===== config.mk =====
export PLATFORM = sky130hd
export DESIGN_NAME = fit_strategy_segment_allocator_core
export DESIGN_NICKNAME = d
export VERILOG_FILES = /design/src/rtl/fsa_pkg.sv /design/src/rtl/fsa_scan_unit.sv /design/src/rtl/fit_strategy_segment_allocator_core.sv
export SDC_FILE = /design/constraint.sdc
export NUM_CORES = 2
export LEC_CHECK = 0
export BUFFER_PORTS_ARGS = -buffer_cell sky130_fd_sc_hd__buf_2
export CORE_MARGIN = 2
export CORE_UTILIZATION = 55
export DETAILED_ROUTE_END_ITERATION = 7
export GPL_TIMING_DRIVEN = 0
export PLACE_DENSITY = 0.76
export SYNTH_ARGS = -nofsm -noshare
export SYNTH_HDL_FRONTEND = slang
export SYNTH_SLANG_ARGS = --single-unit

===== constraint.sdc =====
create_clock -name clk -period 13.6 [get_ports clk]
set_input_delay 0 -clock clk [delete_from_list [all_inputs] [get_ports clk]]
set_output_delay 0 -clock clk [all_outputs]
set_load 0.05 [all_outputs]

===== src/rtl/fsa_pkg.sv =====
// Shared types, constants and codes of the fit strategy segment allocator.
`default_nettype none
package fsa_pkg;

  // Pool and table geometry.
  localparam int POOL_BYTES   = 65536;
  localparam int MAX_SEGMENTS = 64;
  localparam int AW = 16;  // segment start width
  localparam int SW = 17;  // segment size width
  localparam int CW = 7;   // segment count width
  localparam int IW = 6;   // table index width

  // One table entry.
  typedef struct packed {
    logic [AW-1:0] start;
    logic [SW-1:0] size;
    logic          used;
  } seg_t;

  // Request opcodes.
  typedef enum logic [1:0] {
    OP_ALLOC  = 2'd0,
    OP_FREE   = 2'd1,
    OP_QUERY  = 2'd2,
    OP_REINIT = 2'd3
  } op_t;

  // Result status codes.
  localparam logic [1:0] ST_OK      = 2'd0;
  localparam logic [1:0] ST_NOFIT   = 2'd1;
  localparam logic [1:0] ST_NOTFND  = 2'd2;
  localparam logic [1:0] ST_FULL    = 2'd3;

  // Fit strategies.
  localparam logic [1:0] FIT_FIRST = 2'd0;
  localparam logic [1:0] FIT_BEST  = 2'd1;
  localparam logic [1:0] FIT_WORST = 2'd2;
  localparam logic [1:0] FIT_NEXT  = 2'd3;

  // Configuration register indexes.
  localparam logic CFG_FIT  = 1'b0;
  localparam logic CFG_POOL = 1'b1;

  // Per-entry compare results from the shared scan unit.
  typedef struct packed {
    logic fits;
    logic smaller;
    logic larger;
    logic free_match;
    logic probe_hit;
    logic small_hit;
  } scan_flags_t;

endpackage
`default_nettype wire


===== src/rtl/fsa_scan_unit.sv =====
// Shared compare unit that classifies one table entry per cycle.
`default_nettype none
module fsa_scan_unit (
  input  fsa_pkg::seg_t          entry,
  input  logic [fsa_pkg::SW-1:0] req_size,
  input  logic [fsa_pkg::SW-1:0] best_size,
  input  logic [fsa_pkg::SW-1:0] small_limit,
  input  logic [fsa_pkg::AW-1:0] target_addr,
  output fsa_pkg::scan_flags_t   flags
);

  logic [fsa_pkg::SW:0] seg_end;

  // End of the entry, one bit wider so a segment reaching the pool top is exact.
  assign seg_end = {1'b0, entry.size} + {2'b00, entry.start};

  always_comb begin
    flags.fits       = !entry.used && (entry.size >= req_size);
    flags.smaller    = entry.size < best_size;
    flags.larger     = entry.size > best_size;
    flags.free_match = entry.used && (entry.start == target_addr);
    flags.probe_hit  = entry.used && (target_addr >= entry.start) &&
                       ({2'b00, target_addr} < seg_end);
    flags.small_hit  = !entry.used && (entry.size <= small_limit);
  end

endmodule
`default_nettype wire


===== src/rtl/fit_strategy_segment_allocator_core.sv =====
// Top level: sequencer, segment table memory and statistics of the allocator.
//
// Usage: requests enter on the in_ stream (opcode in in_tuser, the other
// fields in in_tdata); each request returns exactly one result item on the
// out_ stream. cfg_wr_en writes fit_strategy (index 0) or pool_bytes
// (index 1); pool_bytes takes effect at the next reinitialize.
// Timing: the sequencer walks the table one entry per cycle through a
// single read port. A query or reinitialize makes one statistics pass over
// the table; a free or allocate first makes a search pass and moves the
// table entries that a split or merge needs before its statistics pass.
// in_tready is high only while the sequencer is idle; one item is worked on
// at a time.
// Reset: the table holds one free segment spanning 65536 bytes; the
// S_INIT state writes that entry after reset, then in_tready rises.
// Stall: a finished result waits in the output register; the next item may
// be accepted and worked on meanwhile, and its result waits until the
// output register is taken.
`default_nettype none
module fit_strategy_segment_allocator_core (
  input  wire logic        clk,
  input  wire logic        rst_n,
  // Input item: tuser = opcode[1:0].
  input  wire logic        in_tvalid,
  output logic             in_tready,
  input  wire logic [1:0]  in_tuser,
  // tdata = req_size[16:0], target_addr[32:17], small_limit[49:33], zero fill.
  input  wire logic [55:0] in_tdata,
  // Result item: tdata = status[1:0], block_offset[17:2], hole_count[24:18],
  // allocated_bytes[41:25], free_bytes[58:42], largest_hole[75:59],
  // small_hole_count[82:76], probe_allocated[83], zero fill.
  output logic             out_tvalid,
  input  wire logic        out_tready,
  output logic [87:0]      out_tdata,
  // Configuration write port.
  input  wire logic        cfg_wr_en,
  input  wire logic [0:0]  cfg_index,
  input  wire logic [16:0] cfg_wdata
);

  localparam int AW = fsa_pkg::AW;
  localparam int SW = fsa_pkg::SW;
  localparam int CW = fsa_pkg::CW;
  localparam int IW = fsa_pkg::IW;

  typedef enum logic [9:0] {
    S_INIT  = 10'b0000000001,
    S_IDLE  = 10'b0000000010,
    S_SRCH  = 10'b0000000100,
    S_SHUP  = 10'b0000001000,
    S_WSPL  = 10'b0000010000,
    S_WIDX  = 10'b0000100000,
    S_FWR   = 10'b0001000000,
    S_SHDN  = 10'b0010000000,
    S_STAT  = 10'b0100000000,
    S_DONE  = 10'b1000000000
  } state_t;

  // Segment table memory.
  fsa_pkg::seg_t mem [fsa_pkg::MAX_SEGMENTS];
  fsa_pkg::seg_t rd_q;
  logic [IW-1:0] rd_addr;
  logic          mem_we;
  logic [IW-1:0] mem_wa;
  fsa_pkg::seg_t mem_wd;

  state_t state_r, state_nxt;
  logic [CW-1:0] cnt_r, cnt_nxt;
  logic [IW-1:0] rover_r, rover_nxt;
  logic [SW-1:0] inuse_r, inuse_nxt;
  logic [SW-1:0] pool_r, pool_nxt;
  logic [1:0]    fit_r;
  logic [SW-1:0] cfgpool_r;

  // Request registers.
  fsa_pkg::op_t  op_r, op_nxt;
  logic [SW-1:0] req_r, req_nxt;
  logic [AW-1:0] addr_r, addr_nxt;
  logic [SW-1:0] lim_r, lim_nxt;

  // Scan control.
  logic [CW-1:0] n_r, n_nxt;
  logic [IW-1:0] r0_r, r0_nxt;
  logic          qv_r, qv_nxt;
  logic [IW-1:0] qi_r, qi_nxt;

  // Search results.
  logic          found_r, found_nxt;
  logic [IW-1:0] bidx_r, bidx_nxt;
  logic [AW-1:0] bstart_r, bstart_nxt;
  logic [SW-1:0] bsize_r, bsize_nxt;
  logic          left_r, left_nxt;
  logic          right_r, right_nxt;
  logic [AW-1:0] lstart_r, lstart_nxt;
  logic [SW-1:0] lsize_r, lsize_nxt;
  logic [SW-1:0] rsize_r, rsize_nxt;
  fsa_pkg::seg_t pv_r, pv_nxt;

  // Table move control.
  logic [CW-1:0] p_r, p_nxt;
  logic          pend_r, pend_nxt;
  logic [IW-1:0] pwa_r, pwa_nxt;
  logic [1:0]    k_r, k_nxt;

  // Result accumulation.
  logic [1:0]    status_r, status_nxt;
  logic [AW-1:0] off_r, off_nxt;
  logic [CW-1:0] holes_r, holes_nxt;
  logic [CW-1:0] small_r, small_nxt;
  logic [SW-1:0] largest_r, largest_nxt;
  logic          probe_r, probe_nxt;

  // Output register.
  logic          ovalid_r, ovalid_nxt;
  logic [87:0]   odata_r, odata_nxt;

  fsa_pkg::scan_flags_t flags;

  // Locals of the sequencer.
  logic          start_stat;
  logic [CW-1:0] scan_sum;
  logic [IW-1:0] merge_idx;
  logic [1:0]    merge_k;
  logic [CW-1:0] rov_ext;
  logic [CW-1:0] mk_end;
  logic [SW:0]   need;
  logic [SW-1:0] init_pool;
  logic [SW-1:0] merged_size;

  fsa_scan_unit u_scan (
    .entry       (rd_q),
    .req_size    (req_r),
    .best_size   (bsize_r),
    .small_limit (lim_r),
    .target_addr (addr_r),
    .flags       (flags)
  );

  // Memory: one write and one registered read per cycle.
  always_ff @(posedge clk) begin
    if (mem_we) begin
      mem[mem_wa] <= mem_wd;
    end
    rd_q <= mem[rd_addr];
  end

  // Configuration registers.
  always_ff @(posedge clk) begin
    if (!rst_n) begin
      fit_r     <= fsa_pkg::FIT_FIRST;
      cfgpool_r <= SW'(fsa_pkg::POOL_BYTES);
    end else if (cfg_wr_en) begin
      unique case (cfg_index)
        fsa_pkg::CFG_FIT:  fit_r     <= cfg_wdata[1:0];
        fsa_pkg::CFG_POOL: cfgpool_r <= cfg_wdata;
        default: ;
      endcase
    end
  end

  // Pool size applied at reinitialize, clamped to the legal range.
  always_comb begin
    if (cfgpool_r == '0) begin
      init_pool = SW'(1);
    end else if (cfgpool_r > SW'(fsa_pkg::POOL_BYTES)) begin
      init_pool = SW'(fsa_pkg::POOL_BYTES);
    end else begin
      init_pool = cfgpool_r;
    end
  end

  assign need        = {1'b0, inuse_r} + {1'b0, in_tdata[16:0]};
  assign scan_sum    = CW'(r0_r) + n_r;
  assign merge_idx   = left_r ? (bidx_r - IW'(1)) : bidx_r;
  assign merge_k     = {1'b0, left_r} + {1'b0, right_r};
  assign rov_ext     = CW'(rover_r);
  assign mk_end      = CW'(merge_idx) + CW'(merge_k);
  assign merged_size = (left_r ? lsize_r : SW'(0)) + bsize_r +
                       (right_r ? rsize_r : SW'(0));

  // Sequencer.
  always_comb begin
    state_nxt   = state_r;
    cnt_nxt     = cnt_r;
    rover_nxt   = rover_r;
    inuse_nxt   = inuse_r;
    pool_nxt    = pool_r;
    op_nxt      = op_r;
    req_nxt     = req_r;
    addr_nxt    = addr_r;
    lim_nxt     = lim_r;
    n_nxt       = n_r;
    r0_nxt      = r0_r;
    qv_nxt      = 1'b0;
    qi_nxt      = qi_r;
    found_nxt   = found_r;
    bidx_nxt    = bidx_r;
    bstart_nxt  = bstart_r;
    bsize_nxt   = bsize_r;
    left_nxt    = left_r;
    right_nxt   = right_r;
    lstart_nxt  = lstart_r;
    lsize_nxt   = lsize_r;
    rsize_nxt   = rsize_r;
    pv_nxt      = pv_r;
    p_nxt       = p_r;
    pend_nxt    = 1'b0;
    pwa_nxt     = pwa_r;
    k_nxt       = k_r;
    status_nxt  = status_r;
    off_nxt     = off_r;
    holes_nxt   = holes_r;
    small_nxt   = small_r;
    largest_nxt = largest_r;
    probe_nxt   = probe_r;
    ovalid_nxt  = ovalid_r;
    odata_nxt   = odata_r;
    rd_addr     = '0;
    mem_we      = 1'b0;
    mem_wa      = '0;
    mem_wd      = '0;
    start_stat  = 1'b0;

    // The output register empties when the receiver takes it.
    if (ovalid_r && out_tready) begin
      ovalid_nxt = 1'b0;
    end

    unique case (state_r)
      // Write the reset segment after reset.
      S_INIT: begin
        mem_we       = 1'b1;
        mem_wa       = '0;
        mem_wd.start = '0;
        mem_wd.size  = SW'(fsa_pkg::POOL_BYTES);
        mem_wd.used  = 1'b0;
        state_nxt    = S_IDLE;
      end

      // Take a request and decide the first step.
      S_IDLE: begin
        if (in_tvalid) begin
          op_nxt     = fsa_pkg::op_t'(in_tuser);
          req_nxt    = in_tdata[16:0];
          addr_nxt   = in_tdata[32:17];
          lim_nxt    = in_tdata[49:33];
          status_nxt = fsa_pkg::ST_OK;
          off_nxt    = '0;
          found_nxt  = 1'b0;
          right_nxt  = 1'b0;
          left_nxt   = 1'b0;
          bsize_nxt  = '0;
          n_nxt      = '0;
          r0_nxt     = '0;
          unique case (fsa_pkg::op_t'(in_tuser))
            fsa_pkg::OP_ALLOC: begin
              if (in_tdata[16:0] == '0 || need > {1'b0, pool_r}) begin
                status_nxt = fsa_pkg::ST_NOFIT;
                start_stat = 1'b1;
              end else begin
                if (fit_r == fsa_pkg::FIT_NEXT && rov_ext < cnt_r) begin
                  r0_nxt = rover_r;
                end
                state_nxt = S_SRCH;
              end
            end
            fsa_pkg::OP_FREE: begin
              state_nxt = S_SRCH;
            end
            fsa_pkg::OP_QUERY: begin
              start_stat = 1'b1;
            end
            fsa_pkg::OP_REINIT: begin
              mem_we       = 1'b1;
              mem_wa       = '0;
              mem_wd.start = '0;
              mem_wd.size  = init_pool;
              mem_wd.used  = 1'b0;
              pool_nxt     = init_pool;
              cnt_nxt      = CW'(1);
              rover_nxt    = '0;
              inuse_nxt    = '0;
              start_stat   = 1'b1;
            end
            default: ;
          endcase
        end
      end

      // Walk the table for a fitting hole or the segment to free.
      S_SRCH: begin
        if (n_r < cnt_r) begin
          if (scan_sum >= cnt_r) begin
            rd_addr = IW'(scan_sum - cnt_r);
          end else begin
            rd_addr = IW'(scan_sum);
          end
          qv_nxt = 1'b1;
          qi_nxt = rd_addr;
          n_nxt  = n_r + CW'(1);
        end
        if (qv_r) begin
          if (op_r == fsa_pkg::OP_ALLOC) begin
            if (flags.fits && (!found_r ||
                (fit_r == fsa_pkg::FIT_BEST && flags.smaller) ||
                (fit_r == fsa_pkg::FIT_WORST && flags.larger))) begin
              found_nxt  = 1'b1;
              bidx_nxt   = qi_r;
              bstart_nxt = rd_q.start;
              bsize_nxt  = rd_q.size;
            end
          end else begin
            pv_nxt = rd_q;
            if (flags.free_match && !found_r) begin
              found_nxt  = 1'b1;
              bidx_nxt   = qi_r;
              bstart_nxt = rd_q.start;
              bsize_nxt  = rd_q.size;
              left_nxt   = (qi_r != '0) && !pv_r.used;
              lstart_nxt = pv_r.start;
              lsize_nxt  = pv_r.size;
            end else if (found_r && qi_r == bidx_r + IW'(1)) begin
              right_nxt = !rd_q.used;
              rsize_nxt = rd_q.size;
            end
          end
        end
        if (n_r == cnt_r && !qv_r) begin
          if (op_r == fsa_pkg::OP_ALLOC) begin
            if (!found_r) begin
              status_nxt = fsa_pkg::ST_NOFIT;
              start_stat = 1'b1;
            end else if (bsize_r > req_r) begin
              if (cnt_r == CW'(fsa_pkg::MAX_SEGMENTS)) begin
                status_nxt = fsa_pkg::ST_FULL;
                start_stat = 1'b1;
              end else begin
                p_nxt     = cnt_r - CW'(1);
                state_nxt = S_SHUP;
              end
            end else begin
              state_nxt = S_WIDX;
            end
          end else begin
            if (!found_r) begin
              status_nxt = fsa_pkg::ST_NOTFND;
              start_stat = 1'b1;
            end else begin
              state_nxt = S_FWR;
            end
          end
        end
      end

      // Move the entries above the split point up by one.
      S_SHUP: begin
        if (p_r > CW'(bidx_r)) begin
          rd_addr  = p_r[IW-1:0];
          pend_nxt = 1'b1;
          pwa_nxt  = p_r[IW-1:0] + IW'(1);
          p_nxt    = p_r - CW'(1);
        end
        if (pend_r) begin
          mem_we = 1'b1;
          mem_wa = pwa_r;
          mem_wd = rd_q;
        end
        if (!(p_r > CW'(bidx_r)) && !pend_r) begin
          state_nxt = S_WSPL;
        end
      end

      // Write the free remainder behind the new block.
      S_WSPL: begin
        mem_we       = 1'b1;
        mem_wa       = bidx_r + IW'(1);
        mem_wd.start = bstart_r + req_r[AW-1:0];
        mem_wd.size  = bsize_r - req_r;
        mem_wd.used  = 1'b0;
        cnt_nxt      = cnt_r + CW'(1);
        if (rover_r > bidx_r) begin
          rover_nxt = rover_r + IW'(1);
        end
        state_nxt = S_WIDX;
      end

      // Mark the chosen segment allocated.
      S_WIDX: begin
        mem_we       = 1'b1;
        mem_wa       = bidx_r;
        mem_wd.start = bstart_r;
        mem_wd.size  = req_r;
        mem_wd.used  = 1'b1;
        inuse_nxt    = inuse_r + req_r;
        off_nxt      = bstart_r;
        if (fit_r == fsa_pkg::FIT_NEXT) begin
          if (CW'(bidx_r) + CW'(1) < cnt_r) begin
            rover_nxt = bidx_r + IW'(1);
          end else begin
            rover_nxt = '0;
          end
        end
        start_stat = 1'b1;
      end

      // Write the merged hole and fix the rover.
      S_FWR: begin
        mem_we       = 1'b1;
        mem_wa       = merge_idx;
        mem_wd.start = left_r ? lstart_r : bstart_r;
        mem_wd.size  = merged_size;
        mem_wd.used  = 1'b0;
        inuse_nxt    = inuse_r - bsize_r;
        k_nxt        = merge_k;
        if (rov_ext > CW'(merge_idx) && rov_ext <= mk_end) begin
          rover_nxt = merge_idx;
        end else if (rov_ext > mk_end) begin
          rover_nxt = rover_r - IW'(merge_k);
        end
        if (merge_k != 2'd0) begin
          p_nxt     = mk_end + CW'(1);
          state_nxt = S_SHDN;
        end else begin
          start_stat = 1'b1;
        end
      end

      // Close the gap left by merged entries.
      S_SHDN: begin
        if (p_r < cnt_r) begin
          rd_addr  = p_r[IW-1:0];
          pend_nxt = 1'b1;
          pwa_nxt  = p_r[IW-1:0] - IW'(k_r);
          p_nxt    = p_r + CW'(1);
        end
        if (pend_r) begin
          mem_we = 1'b1;
          mem_wa = pwa_r;
          mem_wd = rd_q;
        end
        if (!(p_r < cnt_r) && !pend_r) begin
          cnt_nxt    = cnt_r - CW'(k_r);
          start_stat = 1'b1;
        end
      end

      // Gather the pool statistics over the table.
      S_STAT: begin
        if (n_r < cnt_r) begin
          rd_addr = n_r[IW-1:0];
          qv_nxt  = 1'b1;
          n_nxt   = n_r + CW'(1);
        end
        if (qv_r) begin
          if (!rd_q.used) begin
            holes_nxt = holes_r + CW'(1);
            if (rd_q.size > largest_r) begin
              largest_nxt = rd_q.size;
            end
            if (flags.small_hit) begin
              small_nxt = small_r + CW'(1);
            end
          end else if (flags.probe_hit) begin
            probe_nxt = 1'b1;
          end
        end
        if (n_r == cnt_r && !qv_r) begin
          state_nxt = S_DONE;
        end
      end

      // Hand the result to the output register once it is free.
      S_DONE: begin
        if (!ovalid_r || out_tready) begin
          ovalid_nxt = 1'b1;
          odata_nxt  = {4'b0000, probe_r, small_r, largest_r, pool_r - inuse_r,
                        inuse_r, holes_r, off_r, status_r};
          state_nxt  = S_IDLE;
        end
      end

      default: begin
        state_nxt = S_IDLE;
      end
    endcase

    // Common entry into the statistics pass.
    if (start_stat) begin
      state_nxt   = S_STAT;
      n_nxt       = '0;
      holes_nxt   = '0;
      small_nxt   = '0;
      largest_nxt = '0;
      probe_nxt   = 1'b0;
    end
  end

  // Control registers.
  always_ff @(posedge clk) begin
    if (!rst_n) begin
      state_r  <= S_INIT;
      cnt_r    <= CW'(1);
      rover_r  <= '0;
      inuse_r  <= '0;
      pool_r   <= SW'(fsa_pkg::POOL_BYTES);
      qv_r     <= 1'b0;
      pend_r   <= 1'b0;
      ovalid_r <= 1'b0;
    end else begin
      state_r  <= state_nxt;
      cnt_r    <= cnt_nxt;
      rover_r  <= rover_nxt;
      inuse_r  <= inuse_nxt;
      pool_r   <= pool_nxt;
      qv_r     <= qv_nxt;
      pend_r   <= pend_nxt;
      ovalid_r <= ovalid_nxt;
    end
  end

  // Payload registers.
  always_ff @(posedge clk) begin
    op_r      <= op_nxt;
    req_r     <= req_nxt;
    addr_r    <= addr_nxt;
    lim_r     <= lim_nxt;
    n_r       <= n_nxt;
    r0_r      <= r0_nxt;
    qi_r      <= qi_nxt;
    found_r   <= found_nxt;
    bidx_r    <= bidx_nxt;
    bstart_r  <= bstart_nxt;
    bsize_r   <= bsize_nxt;
    left_r    <= left_nxt;
    right_r   <= right_nxt;
    lstart_r  <= lstart_nxt;
    lsize_r   <= lsize_nxt;
    rsize_r   <= rsize_nxt;
    pv_r      <= pv_nxt;
    p_r       <= p_nxt;
    pwa_r     <= pwa_nxt;
    k_r       <= k_nxt;
    status_r  <= status_nxt;
    off_r     <= off_nxt;
    holes_r   <= holes_nxt;
    small_r   <= small_nxt;
    largest_r <= largest_nxt;
    probe_r   <= probe_nxt;
    odata_r   <= odata_nxt;
  end

  assign in_tready  = (state_r == S_IDLE);
  assign out_tvalid = ovalid_r;
  assign out_tdata  = odata_r;

`ifndef ASSERT_OFF
  // The table never becomes empty or overflows.
  a_cnt_range: assert property (@(posedge clk) disable iff (!rst_n)
    (cnt_r != '0) && (cnt_r <= CW'(fsa_pkg::MAX_SEGMENTS)))
    else $error("segment count out of range");

  // Allocated bytes never exceed the active pool.
  a_inuse: assert property (@(posedge clk) disable iff (!rst_n)
    inuse_r <= pool_r)
    else $error("allocated bytes exceed pool");

  // An accepted item keeps the sequencer busy in the next cycle.
  a_busy: assert property (@(posedge clk) disable iff (!rst_n)
    (in_tvalid && in_tready) |=> !in_tready)
    else $error("sequencer ready right after accept");

  // A result is only loaded while the output register is free or taken.
  a_no_overwrite: assert property (@(posedge clk) disable iff (!rst_n)
    (state_r == S_DONE && ovalid_r && !out_tready) |=> (state_r == S_DONE))
    else $error("result dropped while output stalled");
`endif

endmodule
`default_nettype wire


==> results.tsv <==
metric	value	unit
I/O Buffers	160	
failing checks	design-rule violations, max-capacitance violations, max-slew violations	
R2R Setup Slk	5240	ps
worst hold slack	130.2	ps
leakage	44.55	nW
Top Family by Delay on Critical Path	compound AO/OA/AOI/OAI gates	
Die ar.	0.2057	mm2
Post-Route Setup TNS	0	ps
core region area	0.2015	mm2
Sinks on Clock Net	2635	
EDFF count, synth	2483	
Startpoint Class	flip-flop	
YS warnings	0	
relative slew slack	-8.761	%
number of synthesized register bits	2635	
Tmin final	8364	ps
Layout Nets	8305	
CTS tree	done	
ys flop type	edfxtp_1	
Die X	453.5	um
Final Max Tran Viols	40	
clock latency on the worst-skew pair	960	ps
Final setup viols	0	
Detail Placement HPWL	242.5	mm
drt first-iter violations	13090	
Root Driver	clkbuf_16	
Worst Path Buf+Inv	4	
TritonCTS Buffers	285	
CTS H-tree depth	5	
# DRC	20	
outcome	complete, but fails checks	
vias in the first global route	71850	
Post-Synthesis Cells	7132	
layout cells sized above 1	15.77	%
Vias/cell	6.819	
largest net degree at the start of global routing	59	
Reg clk slew, reported paths	60	ps
VDD IR-drop max	0.1369	mV
worst endpoint required time	14220	ps
I/O pin cnt	171	
sequential area share after synthesis	69.82	%
worst slew pin tran	1617	ps
Total GRT Usage	35.32	%
commonest non-fill, non-tap cell in the layout	edfxtp_1	
Setup WS pre-CTS	6076	ps
WP depth	22	
Crit path top cell by count	a21oi_1	
CP endpoint kind	flip-flop	
num rows	165	
crit-path max cell delay	1010	ps
die height	453.5	um
start of the worst register-to-register path	n_r[0]	
launch point of the worst path	n_r[0]	
initial core utilization	55.16	%
Critical Path, Cell by Cell	ha_1, fa_1, a21o_1, a21oi_1, o21bai_1, a21oi_1, xnor2_1, ha_1, a21oi_1, o21ai_1, or3_1, and3_1, inv_1, a221o_1, buf_4, buf_2, buf_2, mux4_2, a32oi_1, nand4_1, a21oi_1, nand4_1	
clock skew	88.12	ps
synthesized area	0.1111	mm2
Peak Freq	119.6	MHz
syn avg cell area	15.58	um2
DR vias	73440	
hold crit path type	input port to flip-flop	
Crit-path slowest cell	a221o_1	
CP Class	flip-flop to flip-flop	
Tcrit/Tclk final	61.50	%
gpl congestion	0.9730	
Async SR Flop Fraction	0	%
drt first pass iters	8	
GR Overflow Total	0	
setup ws final	5236	ps
final hold viol count	0	
Multi-input gate area	0.03209	mm2
worst reg2reg path depth	22	
drt total wl	366.3	mm
crit path DAT	8990	ps
CTS Buffer Depth	4	
Fillers	13500	
Layout area overhead	15.99	%
RSZ-0062 raised after global routing	false	
flip-flop and latch area	0.07760	mm2
Worst Path Max Fanout	11	
initial antenna violation count	33	
Critical Path End	rd_q[23]	
Cell Pwr Density	139.2	mW/mm2
first-pass GRT wire length	514.7	mm
total of max-cap violations	6	
most frequent cells in the layout	edfxtp_1 (2483), nand2_1 (849), mux4_2 (358), nand3_1 (335), ha_1 (315)	
antenna-violating nets left	0	
total power	17.95	mW
wire length per cell	34.01	um
RR Endpoint	rd_q[23]	
library cells used by synthesis	86	
-- cell usage after synthesis, types with 107 or more instances --
master / count / share of area, %
a21oi_1: 239 / 1.1
a22oi_1: 128 / 0.86
clkbuf_1: 177 / 0.60
dfxtp_1: 152 / 2.7
edfxtp_1: 2483 / 67
ha_1: 315 / 3.5
inv_1: 202 / 0.68
mux4_2: 358 / 7.3
nand2_1: 857 / 2.9
nand3_1: 339 / 1.5
nand4_1: 143 / 0.80
nor2_1: 238 / 0.80
o21ai_0: 146 / 0.66
xnor2_1: 107 / 0.84
-- how the worst min path moves through the flow --
stage / start / to / slack (ps) / cells past startpoint
final: in_tvalid / state_r[1] / 130 / 4
after CTS: out_tready / out_tvalid / 60 / 4
after global routing: out_tready / out_tvalid / 130 / 4
after global placement: in_tdata[47] / lim_r[14] / 180 / 1
after floorplan: in_tdata[17] / addr_r[0] / 100 / 0
after detailed placement: in_tdata[19] / addr_r[2] / 180 / 1
-- worst register-to-register path, cell delays in order, from the launching register on --
cell	delay, ps
dfxtp_1	420
ha_1	300
fa_1	420
a21o_1	170
a21oi_1	220
o21bai_1	100
a21oi_1	180
xnor2_1	140
ha_1	300
a21oi_1	170
o21ai_1	190
or3_1	400
and3_1	220
inv_1	130
a221o_1	1010
buf_4	430
buf_2	560
buf_2	470
mux4_2	400
a32oi_1	280
nand4_1	420
a21oi_1	610
nand4_1	560
-- final cells by class --
class	count	share of cell area, %
Timing Repair Buffer	458	3.923
Multi-Input combinational cell	3973	24.89
Buffer	322	1.189
Tap cell	2672	2.593
Inverter	205	0.5979
Antenna cell	18	0.03494
Clock buffer	379	5.993
Sequential cell	2635	60.20
Clock inverter	108	0.5784
-- where the power goes --
| group | total (mW) | switching [mW] | internal, mW |
|---|---|---|---|
| clock | 7.29 | 3.15 | 4.13 |
| sequential | 9.10 | 0.192 | 8.90 |
| combinational | 1.57 | 0.977 | 0.589 |
| total | 17.9 | 4.32 | 13.6 |
-- per-layer routing --
layer	global-route usage [%]	wire length, um	up-vias
li1	-	-	29370
met5	0	275	-
met4	21.16	27330	34
met1	43.82	120600	36180
met2	54.98	167600	6322
met3	10.66	50450	1532
-- logic make-up (layout without fill, tap and decap cells) --
| group | count (synthesis) | in the layout | synth area share [%] |
|---|---|---|---|
| DFF | 2635 | 2635 | 69.82 |
| and+or+nand+nor | 2015 | 2015 | 8.576 |
| AOI/OAI and AO/OA | 995 | 995 | 6.078 |
| buffers and inverters | 527 | 1472 | 2.071 |
| muxes | 446 | 446 | 8.052 |
| adders and majority gates | 344 | 344 | 4.068 |
| xor gates and xnor gates | 169 | 169 | 1.332 |
| other | 1 | 22 | 0.003374 |
-- stage by stage --
| step | area, um2 | instances | util, % |
|---|---|---|---|
| after floorplan | 111200 | 7135 | - |
| after global placement | 115300 | 9967 | 57.22 |
| after detailed placement | 118700 | 10090 | 58.89 |
| after CTS | 128900 | 10750 | 63.96 |
| after global routing | 128900 | 10750 | 63.96 |
| final | 128900 | 10770 | 63.98 |
-- sequential cells by signal (all words and copies together), names as in the netlist, 17 cells and up --
| name | cells |
|---|---|
| req_r | 17 |
| out_tdata | 84 |
| pv_r | 34 |
| lim_r | 17 |
| largest_r | 17 |
| rsize_r | 17 |
| inuse_r | 17 |
| pool_r | 17 |
| bsize_r | 17 |
| cfgpool_r | 17 |
| lsize_r | 17 |
| mem | 2176 |
| rd_q | 34 |
-- repair_timing --
action / in CTS / in global routing
endpoints found under the hold margin: 169 / 0
hold buffers: 173 / 0
buffers inserted: 0 / 0
gates resized for setup: 0 / 0
(Power assumes the default switching activity.)
